<file path="config.mk">
export PLATFORM = sky130hd
export DESIGN_NAME = act_div
export DESIGN_NICKNAME = d
export VERILOG_FILES = /design/src/sv/act_div.sv
export SDC_FILE = /design/constraint.sdc
export NUM_CORES = 1
export LEC_CHECK = 0
export BUFFER_PORTS_ARGS = -buffer_cell sky130_fd_sc_hd__buf_2
export CAP_MARGIN = 10
export CORE_MARGIN = 2
export CORE_UTILIZATION = 40
export DETAILED_ROUTE_END_ITERATION = 8
export PLACE_DENSITY = 0.65
export SLEW_MARGIN = 25
export SYNTH_ARGS = -nofsm -noshare
export SYNTH_HDL_FRONTEND = slang
export SYNTH_SLANG_ARGS = --single-unit
</file>
<file path="constraint.sdc">
create_clock -name clk -period 11.92 [get_ports clk]
set_input_delay 1.788 -clock clk [delete_from_list [all_inputs] [get_ports clk]]
set_output_delay 1.788 -clock clk [all_outputs]
set_load 0.1 [all_outputs]
</file>
<file path="src/sv/act_div.sv">
// Iterative 64 by 32 unsigned restoring divider, one quotient bit per cycle.
module act_div (
  input  logic        clk,
  input  logic        rst,
  input  logic        start,
  input  logic [63:0] dividend,
  input  logic [31:0] divisor,
  output logic        done,
  output logic [63:0] quot
);

  logic [31:0] dvs;
  logic [31:0] rem;
  logic [5:0]  cnt;
  logic        run;
  logic [32:0] rem_sh;
  logic        ge;
  logic [32:0] diff;

  assign rem_sh = {rem, quot[63]};
  assign ge     = rem_sh >= {1'b0, dvs};
  assign diff   = rem_sh - {1'b0, dvs};

  always_ff @(posedge clk) begin
    if (rst) begin
      run  <= 1'b0;
      done <= 1'b0;
    end else begin
      done <= 1'b0;
      if (start) begin
        quot <= dividend;
        dvs  <= divisor;
        rem  <= '0;
        cnt  <= '0;
        run  <= 1'b1;
      end else if (run) begin
        rem  <= ge ? diff[31:0] : rem_sh[31:0];
        quot <= {quot[62:0], ge};
        cnt  <= cnt + 6'd1;
        if (cnt == '1) begin
          run  <= 1'b0;
          done <= 1'b1;
        end
      end
    end
  end

endmodule

</file>
==> flow_metrics.env <==
export IMPL_status="finished clean"
export IMPL_syn_avg_cell_area_um2=11.9
export IMPL_drive_above_1_share_pct=35.3
export IMPL_drc=0
export IMPL_required_ns=12.16
export IMPL_postRouteAntennaNets=0
export IMPL_fill_cells=1605
export IMPL_cts_tree="done"
export IMPL_synth_seq_cells=136
export IMPL_drtPass1Iterations=5
export IMPL_r2r_start="rem[10]"
export IMPL_diodes=0
export IMPL_crit_type="reg2reg"
export IMPL_synth_area_um2=7420
export IMPL_core_um2=18100
export IMPL_min_from="run"
export IMPL_h_tree_depth=4
export IMPL_arrival_ns=3.86
export IMPL_rsz0062_at_grt="no"
export IMPL_syn_inst=625
export IMPL_synthArstFlopShare_pct=0
export IMPL_worstReg2RegEnd="rem[20]"
export IMPL_vias_per_cell=5.25
export IMPL_globalRouteOverflowTotal=0
export IMPL_synth_area_leader_cell="edfxtp_1"
export IMPL_timing_hold_ws_ns=0.489
export IMPL_avgRoutedWirePerCell_um=17.2
export IMPL_gp_congestion=0.829
export IMPL_area_growth_pct=22.2
export IMPL_max_freq_ghz=0.276
export IMPL_finalCriticalPeriod_ns=3.62
export IMPL_postLayoutCoreUtil_pct=50.2
export IMPL_first_global_vias=5345
export IMPL_synth_seq_area_share_pct=54.7
export IMPL_skew_ns=0.0111
export IMPL_final_setup_viol_count=0
export IMPL_cts_setup_buffers=0
export IMPL_slew_violations=0
export IMPL_cp_end_kind="flop"
export IMPL_initial_core_util_pct=41.1
export IMPL_hpwl_mm=12.5
export IMPL_detail_route_iter0_violations=390
export IMPL_hold_viol_final=0
export IMPL_max_cap_violations=0
export IMPL_regArea_um2=4060
export IMPL_hold_depth=1
export IMPL_clock_sinks=136
export IMPL_clkTransAtPathRegs_ns=0.06
export IMPL_fp_dieH_um=140
export IMPL_power_density_nw_per_um2=167
export IMPL_ys_warn_count=0
export IMPL_peakVddDrop_mv=0.107
export IMPL_synth_ff_type="edfxtp_1"
export IMPL_slew_limit_headroom_pct=38.3
export IMPL_tightest_slew_ns=0.926
export IMPL_synth_nets=758
export IMPL_drt_total_wl_mm=17.7
export IMPL_boundaryPins=164
export IMPL_nets=919
export IMPL_timing_final_crit_share_pct=30.4
export IMPL_fp_row_count=49
export IMPL_grt_max_degree=88
export IMPL_ctsHoldBuffers=0
export IMPL_grt_pass1_wl_mm=28.3
export IMPL_post_cts_resized=0
export IMPL_placement_io_buffers=163
export IMPL_dieArea_um2=19700
export IMPL_hp_class="reg2reg"
export IMPL_yosysTopAreaCellShare_pct=54.2
export IMPL_setup_tns_ns=0
export IMPL_vias=5395
export IMPL_p_leak_nw=3.77
export IMPL_rrSetupSlack_ns=8.30
export IMPL_clockBufferDepth=2
export IMPL_cp_max_fo=27
export IMPL_cts_root_buf="clkbuf_16"
export IMPL_min_to="done"
export IMPL_fp_dieW_um=140
export IMPL_finalPower_mw=1.51
export IMPL_start_kind="flop"
export IMPL_clk_latency_ns=0.42
export IMPL_worstRegToRegCells=10
export IMPL_ys_top_cells_by_area="edfxtp_1, mux2_2, ha_1"
export IMPL_ys_types=63
export IMPL_antenna_found_initial=1
export IMPL_track_usage_pct=18.5
export IMPL_multiInputGateArea_um2=3120
export IMPL_synth_edff_count=134
export IMPL_cts_buffers_inserted=17
==> per-stage QoR <==
stage / instance area, um2 / std cells / setup WS [ns]
2_1_floorplan: 7420 / 625 / 4.95
3_3_place_gp: 8460 / 995 / 7.87
3_5_place_dp: 8460 / 995 / 8.09
4_1_cts: 9050 / 1026 / 8.31
5_1_grt: 9070 / 1027 / 8.11
6_report: 9070 / 1027 / 8.30
==> cell families (layout without fill, tap and decap cells) <==
group           count (synthesis)  in the layout  synth area share (%)
mux                            65             65                  9.86
xor+xnor                       25             25                  2.95
fa+ha+maj                      34             34                  5.83
compound gates                139            139                  12.9
flops                         136            136                  54.7
simple gates                  163            163                  10.4
buf+inv                        63            236                  3.40
==> worst max path at each step <==
stage	start	to	slack [ns]	cells after the start
after global routing	rem[15]	rem[27]	8.11	10
final	rem[10]	rem[20]	8.30	10
after floorplan	start	cnt[0]	4.95	3
after global placement	start	quot[27]	7.87	4
after detailed placement	start	quot[27]	8.09	4
after CTS	rem[10]	rem[1]	8.31	10
==> per-layer routing <==
metal	up-vias	GRT usage (%)	share of wire [%]
met4	2	6.70	1.5
met2	185	29.0	46
met3	21	6.74	8.7
met5	-	0	0.074
li1	2651	-	-
met1	2536	23.6	44
==> synth_stat cells (4+ instances only) <==
| cell | instances |
|---|---|
| inv_1 | 37 |
| or3_1 | 6 |
| nand2b_1 | 5 |
| nand2_1 | 69 |
| o21ai_0 | 15 |
| buf_2 | 7 |
| o21a_1 | 5 |
| a21oi_1 | 53 |
| o21bai_1 | 4 |
| nor2b_1 | 5 |
| nor3_1 | 4 |
| xor2_1 | 10 |
| edfxtp_1 | 134 |
| nor2_1 | 34 |
| xnor2_1 | 15 |
| nand3_1 | 12 |
| clkbuf_1 | 17 |
| a21o_1 | 19 |
| o22ai_1 | 4 |
| mux2_2 | 65 |
| a211oi_1 | 6 |
| ha_1 | 33 |
| nand4_1 | 7 |
==> registers in the layout (all words and copies together), names as in the netlist <==
register / flops
rem: 32
done: 1
run: 1
quot: 64
dvs: 32
cnt: 6
==> final cells by class <==
| class | count | area share (%) |
|---|---|---|
| inverters | 38 | 1.57 |
| clock buffers | 17 | 4.69 |
| well taps | 229 | 3.16 |
| repair buffers | 167 | 9.61 |
| multi-input cells | 426 | 34.4 |
| flip-flops and latches | 136 | 44.8 |
| clock inverters | 14 | 1.76 |
==> critical path: stages (launching register included) <==
cell and delay (ns):
edfxtp_1 0.40, ha_1 0.46, nand2_2 0.12, or3_4 0.43, a2111oi_4 0.37, or4_4 0.24, a211oi_4 0.08, o31ai_4 0.52
buf_4 0.40, nand2_1 0.18, o22ai_1 0.24
==> placed cells by master, fill, tap and decap left out, types with 3 or more instances in the layout <==
| cell type | count |
|---|---|
| buf_2 | 162 |
| edfxtp_1 | 134 |
| nand2_1 | 69 |
| mux2_2 | 65 |
| a21oi_1 | 53 |
| inv_1 | 37 |
| ha_1 | 33 |
| nor2_1 | 32 |
| a21o_1 | 19 |
| clkbuf_16 | 17 |
| o21ai_0 | 15 |
| xnor2_1 | 15 |
| nand3_1 | 12 |
| xor2_1 | 10 |
| inv_6 | 8 |
| nand4_1 | 7 |
| a211oi_1 | 6 |
| or3_1 | 6 |
| nor2b_1 | 5 |
| nand2b_1 | 5 |
| o21a_1 | 5 |
| o21bai_1 | 4 |
| o22ai_1 | 4 |
| nor3_1 | 4 |
| nor3b_1 | 3 |
| o211ai_1 | 3 |
| o2111ai_1 | 3 |
| or2_2 | 3 |
| buf_4 | 3 |
==> report_power, final <==
part           leakage [nW]  total (mW)  switching (mW)  internal, mW
clock                 0.286       0.532           0.220         0.312
combinational          2.18       0.387           0.260         0.127
sequential             1.30       0.592          0.0180         0.574
total                  3.77        1.51           0.498          1.01
No activity file was read; power rests on OpenSTA's default activity.
