### src/sv/act_mul.sv
// Shared 32x32 unsigned multiplier with a registered product.
module act_mul (
  input  logic        clk,
  input  logic [31:0] a,
  input  logic [31:0] b,
  output logic [63:0] p
);

  always_ff @(posedge clk) begin
    p <= {32'd0, a} * {32'd0, b};
  end

endmodule

### config.mk
export PLATFORM = sky130hd
export DESIGN_NAME = act_mul
export DESIGN_NICKNAME = d
export VERILOG_FILES = /design/src/sv/act_mul.sv
export SDC_FILE = /design/constraint.sdc
export NUM_CORES = 2
export LEC_CHECK = 0
export BUFFER_PORTS_ARGS = -buffer_cell sky130_fd_sc_hd__buf_2
export CORE_AREA = 2 2 234 236
export DETAILED_ROUTE_END_ITERATION = 16
export DIE_AREA = 0 0 236 238
export PLACE_DENSITY = 0.83
export SKIP_CTS_REPAIR_TIMING = 1
export SYNTH_ARGS = -nofsm -noshare
export SYNTH_HDL_FRONTEND = slang
export SYNTH_SLANG_ARGS = --single-unit
export TNS_END_PERCENT = 1
### constraint.sdc
create_clock -name clk -period 11.9 [get_ports clk]
set_input_delay 1.785 -clock clk [delete_from_list [all_inputs] [get_ports clk]]
set_output_delay 1.785 -clock clk [all_outputs]
set_load 0.01 [all_outputs]
==> tab_implementation.tex <==
\begin{tabular}{lr}
\hline
Metric & Value \\
\hline
\multicolumn{2}{l}{\textbf{Timing}} \\
\quad Slew of the pin with the lowest slew margin & 0.841 ns \\
\quad Max Clk Rate & $\sim$110 MHz \\
\quad Setup repair after global routing missed its margin & no \\
\quad Tcrit/Tclk final & 0.788 \\
\quad Number of pins exceeding their max-slew limit in the final report & 0 \\
\quad Headroom to the max-slew limit & 0.439 \\
\quad Min Tclk post-route & around 9.4 ns \\
\quad Fin Setup TNS & 0 ns \\
\quad Final hold vios & 0 \\
\quad Setup violations, final & 0 \\
\multicolumn{2}{l}{\textbf{Global route}} \\
\quad Total overflow reported by the global router & 0 \\
\quad Wire length of the first global-routing pass & 148 mm \\
\quad Largest net degree at the start of global routing & 33 \\
\quad Vias in the first global route & 28898 \\
\quad Overall fraction of global-route tracks in use & 0.338 \\
\quad Antenna violations before repair & 1 \\
\multicolumn{2}{l}{\textbf{Die}} \\
\quad Core area & 0.0535 mm2 \\
\quad Ports placed on the boundary & about 130 \\
\quad Std cell rows & 85 \\
\quad Die Ht & 238 um \\
\quad Initial core utilization & 0.648 \\
\quad Horiz. Die Dim & 236 um \\
\quad Die outline area & 0.0562 mm2 \\
\multicolumn{2}{l}{\textbf{Hold path}} \\
\quad Worst min path class & in -> reg \\
\multicolumn{2}{l}{\textbf{Routing}} \\
\quad Remaining DRCs & 0 \\
\quad Detailed router's first-iteration violation count & 1735 \\
\quad Routed wire length & 89.7 mm \\
\quad Vias after detailed routing & 25423 \\
\quad Number of detailed-route iterations in the first pass & 5 \\
\quad Residual antenna-violating net count after detailed routing & 0 \\
\quad Detailed-route wire length per cell & $\sim$20 um \\
\quad Vias per Instance & 5.81 \\
\multicolumn{2}{l}{\textbf{Clock network}} \\
\quad Root buffer selected by CTS & sky130\_fd\_sc\_hd\_\_clkbuf\_16 \\
\quad Count of H-tree levels built during CTS & 3 \\
\quad Clock transition at path regs & 0.05 ns \\
\quad Sinks on the clock net & 64 \\
\quad CTS tree & yes \\
\quad Clock buffer count from CTS & 9 \\
\quad Bufs on Longest Clock Path & 2 \\
\multicolumn{2}{l}{\textbf{Yosys}} \\
\quad Simple-gate share of the synthesized area & 0.176 \\
\quad Fraction of synthesized area in multiplexers & 0.000289 \\
\quad Number of warnings reported in the yosys synthesis log & 0 \\
\quad Ys flop type & sky130\_fd\_sc\_hd\_\_dfxtp\_1 \\
\quad Post-Syn Area per Cell & 9.25 um2 \\
\quad Synthesis-stage register bit count & 64 \\
\quad Number of synthesized flops with an enable pin & 0 \\
\quad Adder-Cell Fraction of Synth Area & 0.612 \\
\quad Mapped cell area & approximately 0.035 mm2 \\
\quad Net count after synthesis & 4972 \\
\quad Compound-cell area share of the yosys netlist & 0.0415 \\
\quad Gate Count Post-Synth & 3748 \\
\quad Synth async-reset ratio & 0 \\
\quad Count of different cell masters after synthesis & 57 \\
\quad Sequential cell area fraction in the yosys report & 0.0369 \\
\quad Dominant combinational cell family by area after synthesis & adder cells \\
\quad Parity-gate share of the synthesized area counting xor and xnor cells & 0.0152 \\
\multicolumn{2}{l}{\textbf{Critical path}} \\
\quad Start-to-end type of the worst setup path & in -> reg \\
\quad Critical Path Start & b[9] \\
\quad Setup crit end & p[62] \\
\quad Critical path startpoint category & primary input \\
\quad WP data required & 12.17 ns \\
\quad Category of the worst setup path capture point & register \\
\quad Signal arrival time at the worst endpoint & 9.64 ns \\
\quad Top fanout value on the critical path & 32 \\
\multicolumn{2}{l}{\textbf{Cells and area}} \\
\quad Net count, final & 4895 \\
\quad Ratio of cells with drive above 1 in the final layout & 0.0449 \\
\quad Final core utilization & 0.667 \\
\quad Antenna cells & 0 \\
\quad Leading registers by flop count & p (64) \\
\quad Number of filler instances in the final layout & 4176 \\
\quad Area Overhead vs Synth & 2.92\% \\
\quad Flip-flop count of the largest register after layout & 64 \\
\quad Register ranked first by flip-flop count & p \\
\multicolumn{2}{l}{\textbf{Place}} \\
\quad DP HPWL & roughly 71 mm \\
\quad Final weighted congestion in routability-driven placement & 0.951 \\
\quad Quantity of I/O buffers inserted on ports & 128 \\
\multicolumn{2}{l}{\textbf{Flow run}} \\
\quad Maximum Capacitance Violations & 0 \\
\multicolumn{2}{l}{\textbf{Outcome}} \\
\quad Run status & finished, final reports clean \\
\hline
\end{tabular}
-- logic make-up after synthesis --
| group | Yosys count |
|---|---|
| AND/OR/NAND/NOR | 1177 |
| AO/OA/AOI/OAI | 202 |
| buffers and inverters | 1085 |
| multiplexers | 1 |
| flip-flops | 64 |
| XOR/XNOR | 60 |
| adder cells (fa/ha/maj) | 1159 |
-- cells in the mapped netlist, drive strengths merged (3+ instances only) --
master / number / area share
a21boi: 3 / 0.00065
inv: 865 / 0.094
o21a: 9 / 0.0019
and2: 602 / 0.11
nand2: 480 / 0.052
and3: 14 / 0.0025
o31ai: 5 / 0.0023
a31oi: 12 / 0.0022
xor2: 25 / 0.0063
o21ai: 26 / 0.0038
xnor2: 35 / 0.0088
or3: 3 / 0.00054
a21oi: 66 / 0.0099
a21o: 40 / 0.0087
a221oi: 4 / 0.0025
nand3: 10 / 0.0014
or4: 3 / 0.00065
a221o: 4 / 0.0012
and4: 3 / 0.00076
or2: 3 / 0.00054
ha: 263 / 0.095
a211oi: 3 / 0.00065
nor3: 7 / 0.0010
dfxtp: 64 / 0.037
o21bai: 11 / 0.0025
fa: 896 / 0.52
nor2: 20 / 0.0022
buf: 7 / 0.00097
nand4: 23 / 0.0041
o221ai: 3 / 0.00076
clkbuf: 213 / 0.023
-- placed cells by master, fill, tap and decap left out, types with 4 or more instances in the layout --
cell and count:
sky130_fd_sc_hd__a21o_1 40, sky130_fd_sc_hd__a21oi_1 63, sky130_fd_sc_hd__a221o_1 4, sky130_fd_sc_hd__a31oi_1 12
sky130_fd_sc_hd__and2_1 602, sky130_fd_sc_hd__and3_1 14, sky130_fd_sc_hd__buf_2 128, sky130_fd_sc_hd__buf_4 4
sky130_fd_sc_hd__clkbuf_16 9, sky130_fd_sc_hd__dfxtp_1 64, sky130_fd_sc_hd__fa_1 896, sky130_fd_sc_hd__ha_1 263
sky130_fd_sc_hd__inv_1 865, sky130_fd_sc_hd__nand2_1 480, sky130_fd_sc_hd__nand3_1 10, sky130_fd_sc_hd__nand4_1 23
sky130_fd_sc_hd__nor2_1 20, sky130_fd_sc_hd__nor3_1 7, sky130_fd_sc_hd__o21a_1 9, sky130_fd_sc_hd__o21ai_0 21
sky130_fd_sc_hd__o21ai_1 5, sky130_fd_sc_hd__o21bai_1 10, sky130_fd_sc_hd__xnor2_1 35, sky130_fd_sc_hd__xor2_1 25
-- critical path, stage by stage --
cell                       delay, ns
sky130_fd_sc_hd__buf_2          0.56
sky130_fd_sc_hd__and2_1         0.26
sky130_fd_sc_hd__fa_1           0.46
sky130_fd_sc_hd__fa_1           0.56
sky130_fd_sc_hd__inv_1          0.06
sky130_fd_sc_hd__fa_1           0.52
sky130_fd_sc_hd__inv_1          0.05
sky130_fd_sc_hd__fa_1           0.50
sky130_fd_sc_hd__inv_1          0.06
sky130_fd_sc_hd__fa_1           0.45
sky130_fd_sc_hd__inv_1          0.09
sky130_fd_sc_hd__fa_1           0.43
sky130_fd_sc_hd__fa_1           0.49
sky130_fd_sc_hd__inv_1          0.05
sky130_fd_sc_hd__fa_1           0.49
sky130_fd_sc_hd__inv_1          0.04
sky130_fd_sc_hd__ha_1           0.43
sky130_fd_sc_hd__nand4_1        0.24
sky130_fd_sc_hd__or4_1          0.46
sky130_fd_sc_hd__or3_1          0.36
sky130_fd_sc_hd__a31oi_1        0.51
sky130_fd_sc_hd__a31o_2         0.30
sky130_fd_sc_hd__a211oi_1       0.12
sky130_fd_sc_hd__o21ai_1        0.18
sky130_fd_sc_hd__xor2_1         0.16
-- area by class of cell --
type	count	area, um2	area share
clock inverters	7	78.8	0.00221
flip-flops and latches	64	1280	0.0359
repair buffers	132	671	0.0188
inverters	865	3250	0.0910
multi-input cells	2599	29300	0.821
well taps	696	871	0.0244
clock buffers	9	225	0.00631
-- worst min path at each step --
stage	slack, ns	end	from	cells after the start
after CTS	2.10	p[0]	b[0]	2
after floorplan	1.91	p[0]	b[0]	1
after global placement	2.18	p[0]	p[0]	1
after detailed placement	2.18	p[0]	p[0]	1
final	2.12	p[0]	a[0]	2
after global routing	2.11	p[0]	a[0]	2
-- metrics by stage --
stage | cells | cell area [um2] | hold slack (ns) | worst slack [ns]
CTS | 4372 | 35700 | 2.10 | 2.57
floorplan | 3748 | 34700 | 1.91 | 3.36
detailed placement | 4356 | 35400 | 2.18 | 2.28
global placement | 4356 | 35400 | 2.18 | 2.48
global route | 4372 | 35700 | 2.11 | 2.17
finish | 4372 | 35700 | 2.12 | 2.53
-- per-layer routing --
layer  track usage  part of all wire  vias to the layer above
li1              -                 -                    10679
met3        0.0474             0.076                      377
met5             0                 0                        -
met4         0.207             0.070                        0
met2         0.592              0.51                     1229
met1         0.396              0.34                    13138
Power is left out: the tool's default activity adds up to more than one toggle a clock period on the data nets, which glitch-free logic cannot reach.
