--- config.mk ---
export PLATFORM = sky130hd
export DESIGN_NAME = act_isqrt
export DESIGN_NICKNAME = d
export VERILOG_FILES = /design/src/sv/act_isqrt.sv
export SDC_FILE = /design/constraint.sdc
export NUM_CORES = 1
export LEC_CHECK = 0
export ABC_CLOCK_PERIOD_IN_PS = 11300
export BUFFER_PORTS_ARGS = -buffer_cell sky130_fd_sc_hd__buf_4
export CAP_MARGIN = 20
export CORE_MARGIN = 5
export CORE_UTILIZATION = 40
export DETAILED_ROUTE_END_ITERATION = 7
export GPL_TIMING_DRIVEN = 0
export SLEW_MARGIN = 20
export SYNTH_ARGS = -nofsm -noshare
export SYNTH_HDL_FRONTEND = slang
export SYNTH_SLANG_ARGS = --single-unit
export TNS_END_PERCENT = 20
--- constraint.sdc ---
create_clock -name clk -period 11.3 [get_ports clk]
set_clock_uncertainty 0.15 [all_clocks]
set_input_delay 2.26 -clock clk [delete_from_list [all_inputs] [get_ports clk]]
set_output_delay 2.26 -clock clk [all_outputs]
set_load 0.01 [all_outputs]
--- src/sv/act_isqrt.sv ---
// Iterative 64-bit integer square root, two radicand bits per cycle.
module act_isqrt (
  input  logic        clk,
  input  logic        rst,
  input  logic        start,
  input  logic [63:0] operand,
  output logic        done,
  output logic [31:0] root
);

  logic [63:0] val;
  logic [34:0] rem;
  logic [4:0]  cnt;
  logic        run;
  logic [34:0] rem_sh;
  logic [34:0] trial;
  logic        ge;

  assign rem_sh = {rem[32:0], val[63:62]};
  assign trial  = {1'b0, root, 2'b01};
  assign ge     = rem_sh >= trial;

  always_ff @(posedge clk) begin
    if (rst) begin
      run  <= 1'b0;
      done <= 1'b0;
    end else begin
      done <= 1'b0;
      if (start) begin
        val  <= operand;
        rem  <= '0;
        root <= '0;
        cnt  <= '0;
        run  <= 1'b1;
      end else if (run) begin
        val <= {val[61:0], 2'b00};
        if (ge) begin
          rem  <= rem_sh - trial;
          root <= {root[30:0], 1'b1};
        end else begin
          rem  <= rem_sh;
          root <= {root[30:0], 1'b0};
        end
        cnt <= cnt + 5'd1;
        if (cnt == '1) begin
          run  <= 1'b0;
          done <= 1'b1;
        end
      end
    end
  end

endmodule

==> impl_results.md, run 1 <==
* Status: completed
* Via-to-Cell Ratio at around 5.3
* Met3 wire len at 1.32 mm
* Total grt overflow at 0
* Sink Count at 136
* Leak pwr at ~3.7 nW
* Crit-path cells: clkbuf_1 -> clkbuf_1 -> clkbuf_1 -> nor2_1 -> nor2_4 -> buf_16 -> buf_16 -> buf_16
* Post-synth ARST share at 0
* Drt drc at 0
* Core area at 18600 um2
* Routed vias at 5230
* Initial Utilization at 0.404
* CP delay by family, top: buffers and inverters
* Skew-Pair Late Insertion Delay at 0.43 ns
* Area post-placement at just under 9000 um2
* WL met1 at 7.55 mm
* Placer congestion estimate at 0.884
* H-tree levels at 4
* Setup violators final at 0
* Gate Count Post-Synth at about 620
* YS warnings at 0
* Number of distinct library cells after synthesis at 58
* Worst setup endpoint: val[36]
* Critical Path Start: start
* Worst r2r src: root[1]
* PwrDens at 162 nW/um2
* Synth area leaders: edfxtp_1, mux2_2, ha_1
* Number of synthesized register bits at roughly 140
* Post-synth top area cell: edfxtp_1
* Die Ht at 147 um
* Post-Syn Area per Cell at between 10 and 15 um2
* Non-Filler Instances at 994
* CTS clock-pin slew for the worst setup and hold paths at 0.06 ns
* Number of antenna violations at the first check in global routing at 0
* Syn_nets at 727
* Number of synthesized flops with an enable pin at 134
* Fraction of layout cells with a size suffix above 1 at 0.300
* Die extent in x at 147 um
* DR WL/cell at 17.0 um
* Main synth FF type: edfxtp_1
* Worst Max-Slew Pin Slew at 0.712 ns
* CTS tree: yes
* Die area at 21700 um2
* Max_slew headroom at 0.525
* Maximum VDD drop at 0.000114 V
* Pin count of the biggest net entering global routing at 28
* First-pass GRT wire length at about 27 mm
* Power Total at 1.51 mW
* DRT Wirelength at 16.9 mm
* TritonRoute pass-1 iters at 4
* HP Class: reg -> reg
* Post-layout util at 0.499
* Startpoint Class: input port
* CP Data Arrival Time at 4.83 ns
* Pins Over Slew Limit at 0
* Rows at 50
* Post-synthesis sequential area ratio at 0.539
* Synth top area share at 0.534
* Unrepaired setup endpoints after global routing: false
* Post-layout min period at 4.85 ns
* Post-DP HPWL at between 10 and 15 mm
* Final #Nets at 850
* Port buffer count at 98
* Diode count at 0
* Slowest cell on crit path: clkbuf_1
* Fmax at between 200 and 250 MHz
* Inst Count DP at 962
* Worst-case clock buffer depth at 2
* Cts repair resizes at 0
* Root Buffer: clkbuf_16
* R2R depth at 12
* Setup bufs post-CTS at 0
* Total track usage at 0.160
* Slowest stage delay, CP at a little under 0.6 ns
* IO Pins at 100
* R2r endpoint: rem[24]
* Critical Path Sink Type: register
* Fin crit share at 0.429
* Top layer in use: met4
* Vias in the first global route at 5395
* Critical path depth at 8
* R2r setup slk at 8.19 ns
* P&R area growth vs syn at 23.5%
* CP Max Fanout at 19
* DR WL met2 at 7.70 mm
* Fin area at 9310 um2
* Total of max-cap violations at 0
* CP Class: in -> reg
* Routed Antenna Nets at 0
* CTS Buf Count at 17
* Cts hold-fix bufs at 0
* WP buf/inv at 6
* Netlist Area Pre-Place at 7540 um2
* Req. time, crit path at ~11 ns
* Fin. Hold Viols at 0
* DR iter-0 viols at about 300
==> synth_stat cells (2+ instances only) <==
| cell | number |
|---|---|
| edfxtp_1 | 134 |
| nor2_1 | 83 |
| mux2_2 | 62 |
| inv_1 | 39 |
| ha_1 | 36 |
| a21oi_1 | 30 |
| nand2_1 | 24 |
| mux2i_1 | 18 |
| clkbuf_1 | 17 |
| xnor2_1 | 17 |
| o21ai_0 | 15 |
| a21o_1 | 13 |
| xor2_1 | 12 |
| nand3_1 | 10 |
| a211oi_2 | 8 |
| nand4_1 | 8 |
| nor2b_1 | 8 |
| nor3_1 | 8 |
| o21a_1 | 7 |
| o21bai_1 | 7 |
| buf_2 | 5 |
| o211ai_1 | 5 |
| a21oi_2 | 4 |
| or3_1 | 4 |
| a211o_1 | 3 |
| and2_1 | 3 |
| buf_6 | 3 |
| o21ai_1 | 3 |
| a2111oi_0 | 2 |
| a211oi_1 | 2 |
| a221oi_1 | 2 |
| a31oi_1 | 2 |
| dfxtp_1 | 2 |
| nor4_1 | 2 |
| o21ai_2 | 2 |
| o311ai_2 | 2 |
==> stage by stage <==
stage	setup slack (ns)	hold WS, ns	TNS (ns)
final	6.45	0.357	0
after floorplan	1.66	0.321	0
after detailed placement	5.91	0.344	0
after global placement	-1.43	0.340	-190.36
after CTS	6.37	0.359	0
after global routing	6.25	0.384	0
==> cell usage in the layout (no fill, tap or decap), drive strengths merged, types with 2 or more instances in the layout <==
cell type / instances
a21o: 13
nor4: 2
nand4: 8
nor3: 8
a2111oi: 3
buf: 114
a21boi: 2
nor2: 83
o21a: 7
o31ai: 2
and2: 3
a211oi: 10
xor2: 12
nand3: 10
dfxtp: 2
inv: 40
nor2b: 8
nand2: 24
o311ai: 2
a31oi: 2
clkbuf: 39
mux2: 62
o21bai: 7
clkinv: 5
o211ai: 6
edfxtp: 134
o21ai: 20
a221oi: 2
nor3b: 2
or3: 4
mux2i: 18
clkinvlp: 2
a211o: 3
ha: 36
bufinv: 2
xnor2: 17
a21oi: 34
==> layer usage <==
metal | up-vias | global-route usage
met2 | 136 | 0.243
met3 | 29 | 0.0663
met4 | 0 | 0.0624
li1 | 2569 | -
met1 | 2496 | 0.202
met5 | - | 0
==> how the worst min path moves through the flow <==
stage            to  startpoint  cells after the start  slack (ns)
3_3_place_gp   done         run                      1        0.34
5_1_grt        done         run                      1        0.38
3_5_place_dp   done         run                      1        0.34
4_1_cts        done         run                      1        0.36
6_report       done         run                      1        0.36
2_1_floorplan  done         run                      1        0.32
==> cell type report <==
| type | count | area, um2 |
|---|---|---|
| plain buffers | 27 | 134 |
| clock buffers | 22 | 464 |
| clock inverters | 10 | 120 |
| fillers | 1680 | 9340 |
| inverters | 39 | 146 |
| multi-input cells | 422 | 3200 |
| flip-flops and latches | 136 | 4060 |
| well taps | 234 | 293 |
| repair buffers | 104 | 886 |
==> cell families (layout without fill, tap and decap cells) <==
group                    after synthesis  count (layout)  share of synthesized area
AO/OA/AOI/OAI                        122             122                      0.122
XOR/XNOR                              29              29                     0.0337
adder cells (fa/ha/maj)               36              36                     0.0598
buffers and inverters                 66             202                     0.0372
flip-flops                           136             136                      0.539
multiplexers                          80              80                      0.117
AND/OR/NAND/NOR                      155             155                     0.0918
==> worst reg2reg max path, cell delays in order (launching register included) <==
cell	delay, ns
edfxtp_1	0.35
inv_1	0.07
ha_1	0.37
o21a_1	0.20
a2bb2oi_2	0.26
a22oi_1	0.14
a21oi_2	0.27
o31ai_4	0.14
o21ai_2	0.23
buf_6	0.22
buf_6	0.22
nand3_1	0.09
a21oi_1	0.23
==> state kept, by name (all words and copies together) (netlist names) <==
name / cells
done: 1
rem: 33
run: 1
val: 64
root: 32
cnt: 5
==> where the power goes <==
group	switching [mW]	internal [mW]	total (mW)
logic	0.180	0.148	0.329
clock network	0.220	0.337	0.558
registers	0.0165	0.606	0.622
Note: power is estimated with default switching activity, not from simulation.
==> inputs of run 2 (changes only) <==
--- a/config.mk
+++ b/config.mk
@@ -5,7 +5,7 @@
 export SDC_FILE = /design/constraint.sdc
 export NUM_CORES = 1
 export LEC_CHECK = 0
-export ABC_CLOCK_PERIOD_IN_PS = 11300
+export ABC_CLOCK_PERIOD_IN_PS = 4400
 export BUFFER_PORTS_ARGS = -buffer_cell sky130_fd_sc_hd__buf_4
 export CAP_MARGIN = 20
 export CORE_MARGIN = 5
==> constraint.sdc (replaced) <==
create_clock -name clk -period 4.4 [get_ports clk]
set_clock_uncertainty 0.15 [all_clocks]
set_input_delay 0.88 -clock clk [delete_from_list [all_inputs] [get_ports clk]]
set_output_delay 0.88 -clock clk [all_outputs]
set_load 0.01 [all_outputs]
==> run 2 against run 1 <==
Effect of this change:
- utilization about the same
- first-iteration DRC count decreased by 10%
- wire length increased by 0.44%
- final cell count decreased by 0.20%
==> impl_results.md, run 2 (synthesis results as in run 1) <==
* Cell mode on critical path: clkbuf_1
* Fin crit share at 0.772
* Max_slew headroom at 0.529
* Req. time, crit path at between 4 and 5 ns
* Post-layout min period at 3.40 ns
* Total track usage at 0.161
* Fraction of layout cells with a size suffix above 1 at 0.299
* H-tree levels at 4
* PwrDens at roughly 420 nW/um2
* Leak pwr at 3.73 nW
* Rows at 50
* Post-DP HPWL at about 13 mm
* Psw at 1.06 mW
* Sequential Power Share at 0.406
* Startpoint Class: input port
* Routed Antenna Nets at 0
* Root Buffer: clkbuf_16
* CTS tree: yes
* Setup bufs post-CTS at 0
* CP Class: in -> reg
* WP buf/inv at 5
* Maximum VDD drop at 0.000263 V
* HP Class: reg -> reg
* Fillers at approximately 1700
* Hold Slack at 0.361 ns
* Total grt overflow at 0
* IO Pins at 100
* Top layer in use: met4
* Skew-Pair Late Insertion Delay at 0.42 ns
* First-pass GRT wire length at 28.0 mm
* Setup violators final at 0
* Pin count of the biggest net entering global routing at 27
* DR WL met2 at 7.98 mm
* Vias in the first global route at 5603
* CP Max Fanout at 26
* Top Registers: val x64, rem x33, root x32
* Die area at 21700 um2
* Routed vias at 5178
* DR iter-0 viols at 273
* Via-to-Cell Ratio at 5.22
* DRT Wirelength at 17.0 mm
* Status: completed
* Die Ht at between 100 and 150 um
* CP Data Arrival Time at between 3 and 4 ns
* Final #Nets at 849
* DR WL/cell at about 17 um
* Met3 wire len at between 1 and 1.5 mm
* Fmax at 294 MHz
* P&R area growth vs syn at 23.4%
* Number of antenna violations at the first check in global routing at 0
* Inst Count DP at 961
* Max reg flops at 64
* Worst Max-Slew Pin Slew at 0.707 ns
* Initial Utilization at 0.404
* Power Total at 3.93 mW
* Most frequent cells in the layout: edfxtp_1, buf_4, nor2_1
* TritonRoute pass-1 iters at 4
* Placer congestion estimate at 0.892
* Register name with the most flops: val
* CTS clock-pin slew for the worst setup and hold paths at 0.06 ns
* Pins Over Slew Limit at 0
* Core area at 18600 um2
* Sink Count at 136
* Slowest cell on crit path: nor2_4
* Slowest stage delay, CP at 0.57 ns
* Crit-path cells: clkbuf_1 -> clkbuf_1 -> clkbuf_2 -> nor2_1 -> nor2_4 -> buf_12 -> buf_16
* Internal power at 2.87 mW
* Diode count at 0
* CP delay by family, top: buffers and inverters
* Die extent in x at 147 um
* Total of max-cap violations at 0
* Worst-case clock buffer depth at 2
* Unrepaired setup endpoints after global routing: false
* Cts hold-fix bufs at 0
* Port buffer count at 98
* Clock Power Share at 0.380
* Comb power frac at 0.214
* Non-Filler Instances at 992
* Drt drc at 0
* WL met1 at 7.31 mm
* Sw frac at 0.269
* Critical Path Sink Type: register
* CTS Buf Count at 17
* Commonest non-fill, non-tap cell in the layout: edfxtp_1
* Fin. Hold Viols at 0
* Cts repair resizes at 0
==> run 2: routing by layer <==
layer,GRT usage,up-vias
met4,0.0527,0
met2,0.266,135
met3,0.0626,25
li1,-,2552
met1,0.195,2466
met5,0,-
==> run 2: final cells by class <==
cell class	instances	area, um2	share of cell area
multi-input combinational	422	3200	0.344
buffer	27	135	0.0145
timing repair buffer	103	858	0.0923
clock inverter	13	178	0.0191
sequential	136	4060	0.437
tap	234	293	0.0315
inverter	39	146	0.0157
clock buffer	18	429	0.0461
==> run 2: worst reg2reg max path, cell delays in order (launching register included) <==
cell and delay (ns):
edfxtp_1 0.36, inv_1 0.07, ha_1 0.36, o21a_1 0.21
a2bb2oi_2 0.28, a22oi_1 0.14, a21oi_2 0.27, o31ai_4 0.14
o21ai_2 0.25, buf_6 0.21, buf_6 0.22, nand3_1 0.09
a21oi_1 0.22
==> run 2: worst paths after layout <==
path	start	slack (ns)	cells after the start	to
setup / recovery	start	1.00	7	val[52]
hold / removal	run	0.36	1	done
setup reg to reg	root[1]	1.25	12	rem[24]
hold reg to reg	run	0.36	1	done
==> run 2: per-stage QoR <==
step                setup WS [ns]  setup TNS (ns)  utilization  cell area, um2
CTS                         0.920               0        0.499            9300
detailed placement          0.478               0        0.467            8700
finish                       1.00               0        0.499            9300
global route                0.774               0        0.499            9300
floorplan                 0.00127               0            -            7550
global placement            -1.36         -181.54        0.460            8570
==> run 2: power groups by stage <==
stage | Combinational, mW | Clock [mW] | Sequential (mW)
floorplan | 0.598 | 0 | 1.62
global placement | 0.807 | 0 | 1.63
detailed placement | 0.842 | 0 | 1.62
CTS | 0.848 | 1.52 | 1.60
global route | 0.935 | 1.58 | 1.61
finish | 0.842 | 1.49 | 1.60
==> inputs of run 3 (changes only) <==
--- a/config.mk
+++ b/config.mk
@@ -5,7 +5,7 @@
 export SDC_FILE = /design/constraint.sdc
 export NUM_CORES = 1
 export LEC_CHECK = 0
-export ABC_CLOCK_PERIOD_IN_PS = 4400
+export ABC_CLOCK_PERIOD_IN_PS = 3500
 export BUFFER_PORTS_ARGS = -buffer_cell sky130_fd_sc_hd__buf_4
 export CAP_MARGIN = 20
 export CORE_MARGIN = 5
==> constraint.sdc (replaced) <==
create_clock -name clk -period 3.5 [get_ports clk]
set_clock_uncertainty 0.15 [all_clocks]
set_input_delay 0.7 -clock clk [delete_from_list [all_inputs] [get_ports clk]]
set_output_delay 0.7 -clock clk [all_outputs]
set_load 0.01 [all_outputs]
==> run 3 against run 2 <==
Effect of this change:
- setup slack worse by 0.62 ns
- critical path depth is 3 higher
- non-clock buffer count is 1 higher
- final cell count is 0.20% higher
- via count is 0.46% higher
- combinational power is 27% higher
- die area stayed put
- sequential power is 26% higher
- utilization is 0.53 points higher
- largest cell class unchanged
==> impl_results.md, run 3 (synthesis results as in run 1) <==
* Status: completed
* Slowest cell on crit path: a2111oi_2
* Post-layout min period at ~3.1 ns
* Worst-case clock buffer depth at 2
* Unrepaired setup endpoints after global routing: false
* Fraction of layout cells with a size suffix above 1 at 0.305
* Fin. Hold Viols at 0
* CP Class: reg -> reg
* Commonest non-fill, non-tap cell in the layout: edfxtp_1
* R2R depth at 10
* Fillers at ~1700
* Setup violators final at 0
* Total track usage at 0.160
* Req. time, crit path at 3.53 ns
* Critical Path Sink Type: register
* R2r endpoint: rem[28]
* DR WL met2 at 7.83 mm
* Max reg flops at 64
* Die Ht at 147 um
* Final #Nets at 850
* Area of the multi-input gates at 3210 um2
* DR iter-0 viols at between 200 and 300
* CTS Buf Count at 17
* Maximum VDD drop at roughly 0.00038 V
* DR WL/cell at 16.9 um
* Critical path depth at 10
* Post-Place Setup Slack at 0.414 ns
* Worst Hold Path Cells at 2
* Leak pwr at roughly 3.8 nW
* P&R area growth vs syn at 24.8%
* Hold Path Sink: run
* IO Pins at 100
* Top Registers: val x64, rem x33, root x32
* Worst Max-Slew Pin Slew at just under 0.7 ns
* Cts repair resizes at 0
* CTS tree: yes
* Diode count at 0
* Initial Utilization at 0.404
* R2r setup slk at 0.39 ns
* DRT Wirelength at between 15 and 20 mm
* Worst r2r src: root[0]
* PwrDens at around 520 nW/um2
* Max_slew headroom at 0.540
* Root Buffer: clkbuf_16
* Core area at 18600 um2
* H-tree levels at 4
* Via-to-Cell Ratio at 5.23
* Drt drc at 0
* Die area at roughly 22000 um2
* Most frequent cells in the layout: edfxtp_1, buf_4, nor2_1
* Total grt overflow at 0
* Sink Count at 136
* Routed Antenna Nets at 0
* CP delay by family, top: compound AO/OA/AOI/OAI gates
* Register area at 4060 um2
* Cts hold-fix bufs at 0
* Top layer in use: met4
* Register name with the most flops: val
* CTS clock-pin slew for the worst setup and hold paths at 0.06 ns
* TritonRoute pass-1 iters at 4
* Setup WS post-layout at 0.386 ns
* Startpoint Class: register
* Die extent in x at about 150 um
* Min-delay src: rst
* Hold Slack at 0.339 ns
* Vias in the first global route at 5482
* Total of max-cap violations at 0
* Setup bufs post-CTS at 0
* Rows at 50
* Fin crit share at 0.890
* Post-layout util at 0.504
* Routed vias at 5202
* Slowest stage delay, CP at 0.56 ns
* WL met1 at 7.43 mm
* Fmax at approximately 320 MHz
* Met3 wire len at 1.29 mm
* HP Class: in -> reg
* First-pass GRT wire length at 27.7 mm
* Number of antenna violations at the first check in global routing at 0
* Port buffer count at 98
* Crit-path cells: inv_1 -> ha_1 -> nor2b_1 -> o311ai_2 -> a2111oi_2 -> o211ai_2 -> a21boi_1 -> o21a_1 -> o21ai_0 -> a32o_1
* Pins Over Slew Limit at 0
* Pin count of the biggest net entering global routing at 28
* CP Max Fanout at 4
* Placer congestion estimate at 0.880
* CP Data Arrival Time at 3.14 ns
* Power Total at roughly 4.9 mW
* WP buf/inv at 1
* Skew-Pair Late Insertion Delay at 0.42 ns
* Post-DP HPWL at between 10 and 15 mm
run 3: where the power goes:
group	switching [mW]	leakage, nW	internal (mW)
Combinational	0.580	2.17	0.487
Clock	0.725	0.290	1.12
Sequential	0.0548	1.31	1.95
run 3: worst reg2reg max path, delay by kind of cell, from the launching register on:
family	cells	cell delay, ns
AOI/OAI and AO/OA	7	1.65
and+or+nand+nor	1	0.24
buffers and inverters	1	0.09
DFF	1	0.38
adders and majority gates	1	0.35
run 3: metal layers:
metal	vias to the layer above	GRT usage
met5	-	0
met4	0	0.0624
met3	20	0.0583
met2	114	0.255
met1	2511	0.199
li1	2557	-
run 3: final cells by class:
cell class                      instances  area share
Sequential cell                       136       0.432
Multi-Input combinational cell        422       0.341
Timing Repair Buffer                  104      0.0950
Clock buffer                           17      0.0452
Tap cell                              234      0.0311
Buffer                                 27      0.0210
Clock inverter                         15      0.0186
Inverter                               39      0.0156
run 3: through the flow:
step / std cells / TNS [ns] / cell area [um2]
after floorplan: 624 / -27.17 / 7620
after global placement: 956 / -143.10 / 8640
after detailed placement: 962 / 0 / 8800
after CTS: 994 / 0 / 9400
after global routing: 994 / 0 / 9400
final: 994 / 0 / 9400
run 3: worst max path at each step:
stage | from | end | slack (ns)
after floorplan | start | cnt[0] | -0.20
after global placement | start | rem[19] | -1.07
after detailed placement | root[1] | rem[24] | 0.41
after CTS | root[1] | rem[24] | 0.37
after global routing | root[1] | rem[24] | 0.13
final | root[0] | rem[28] | 0.39
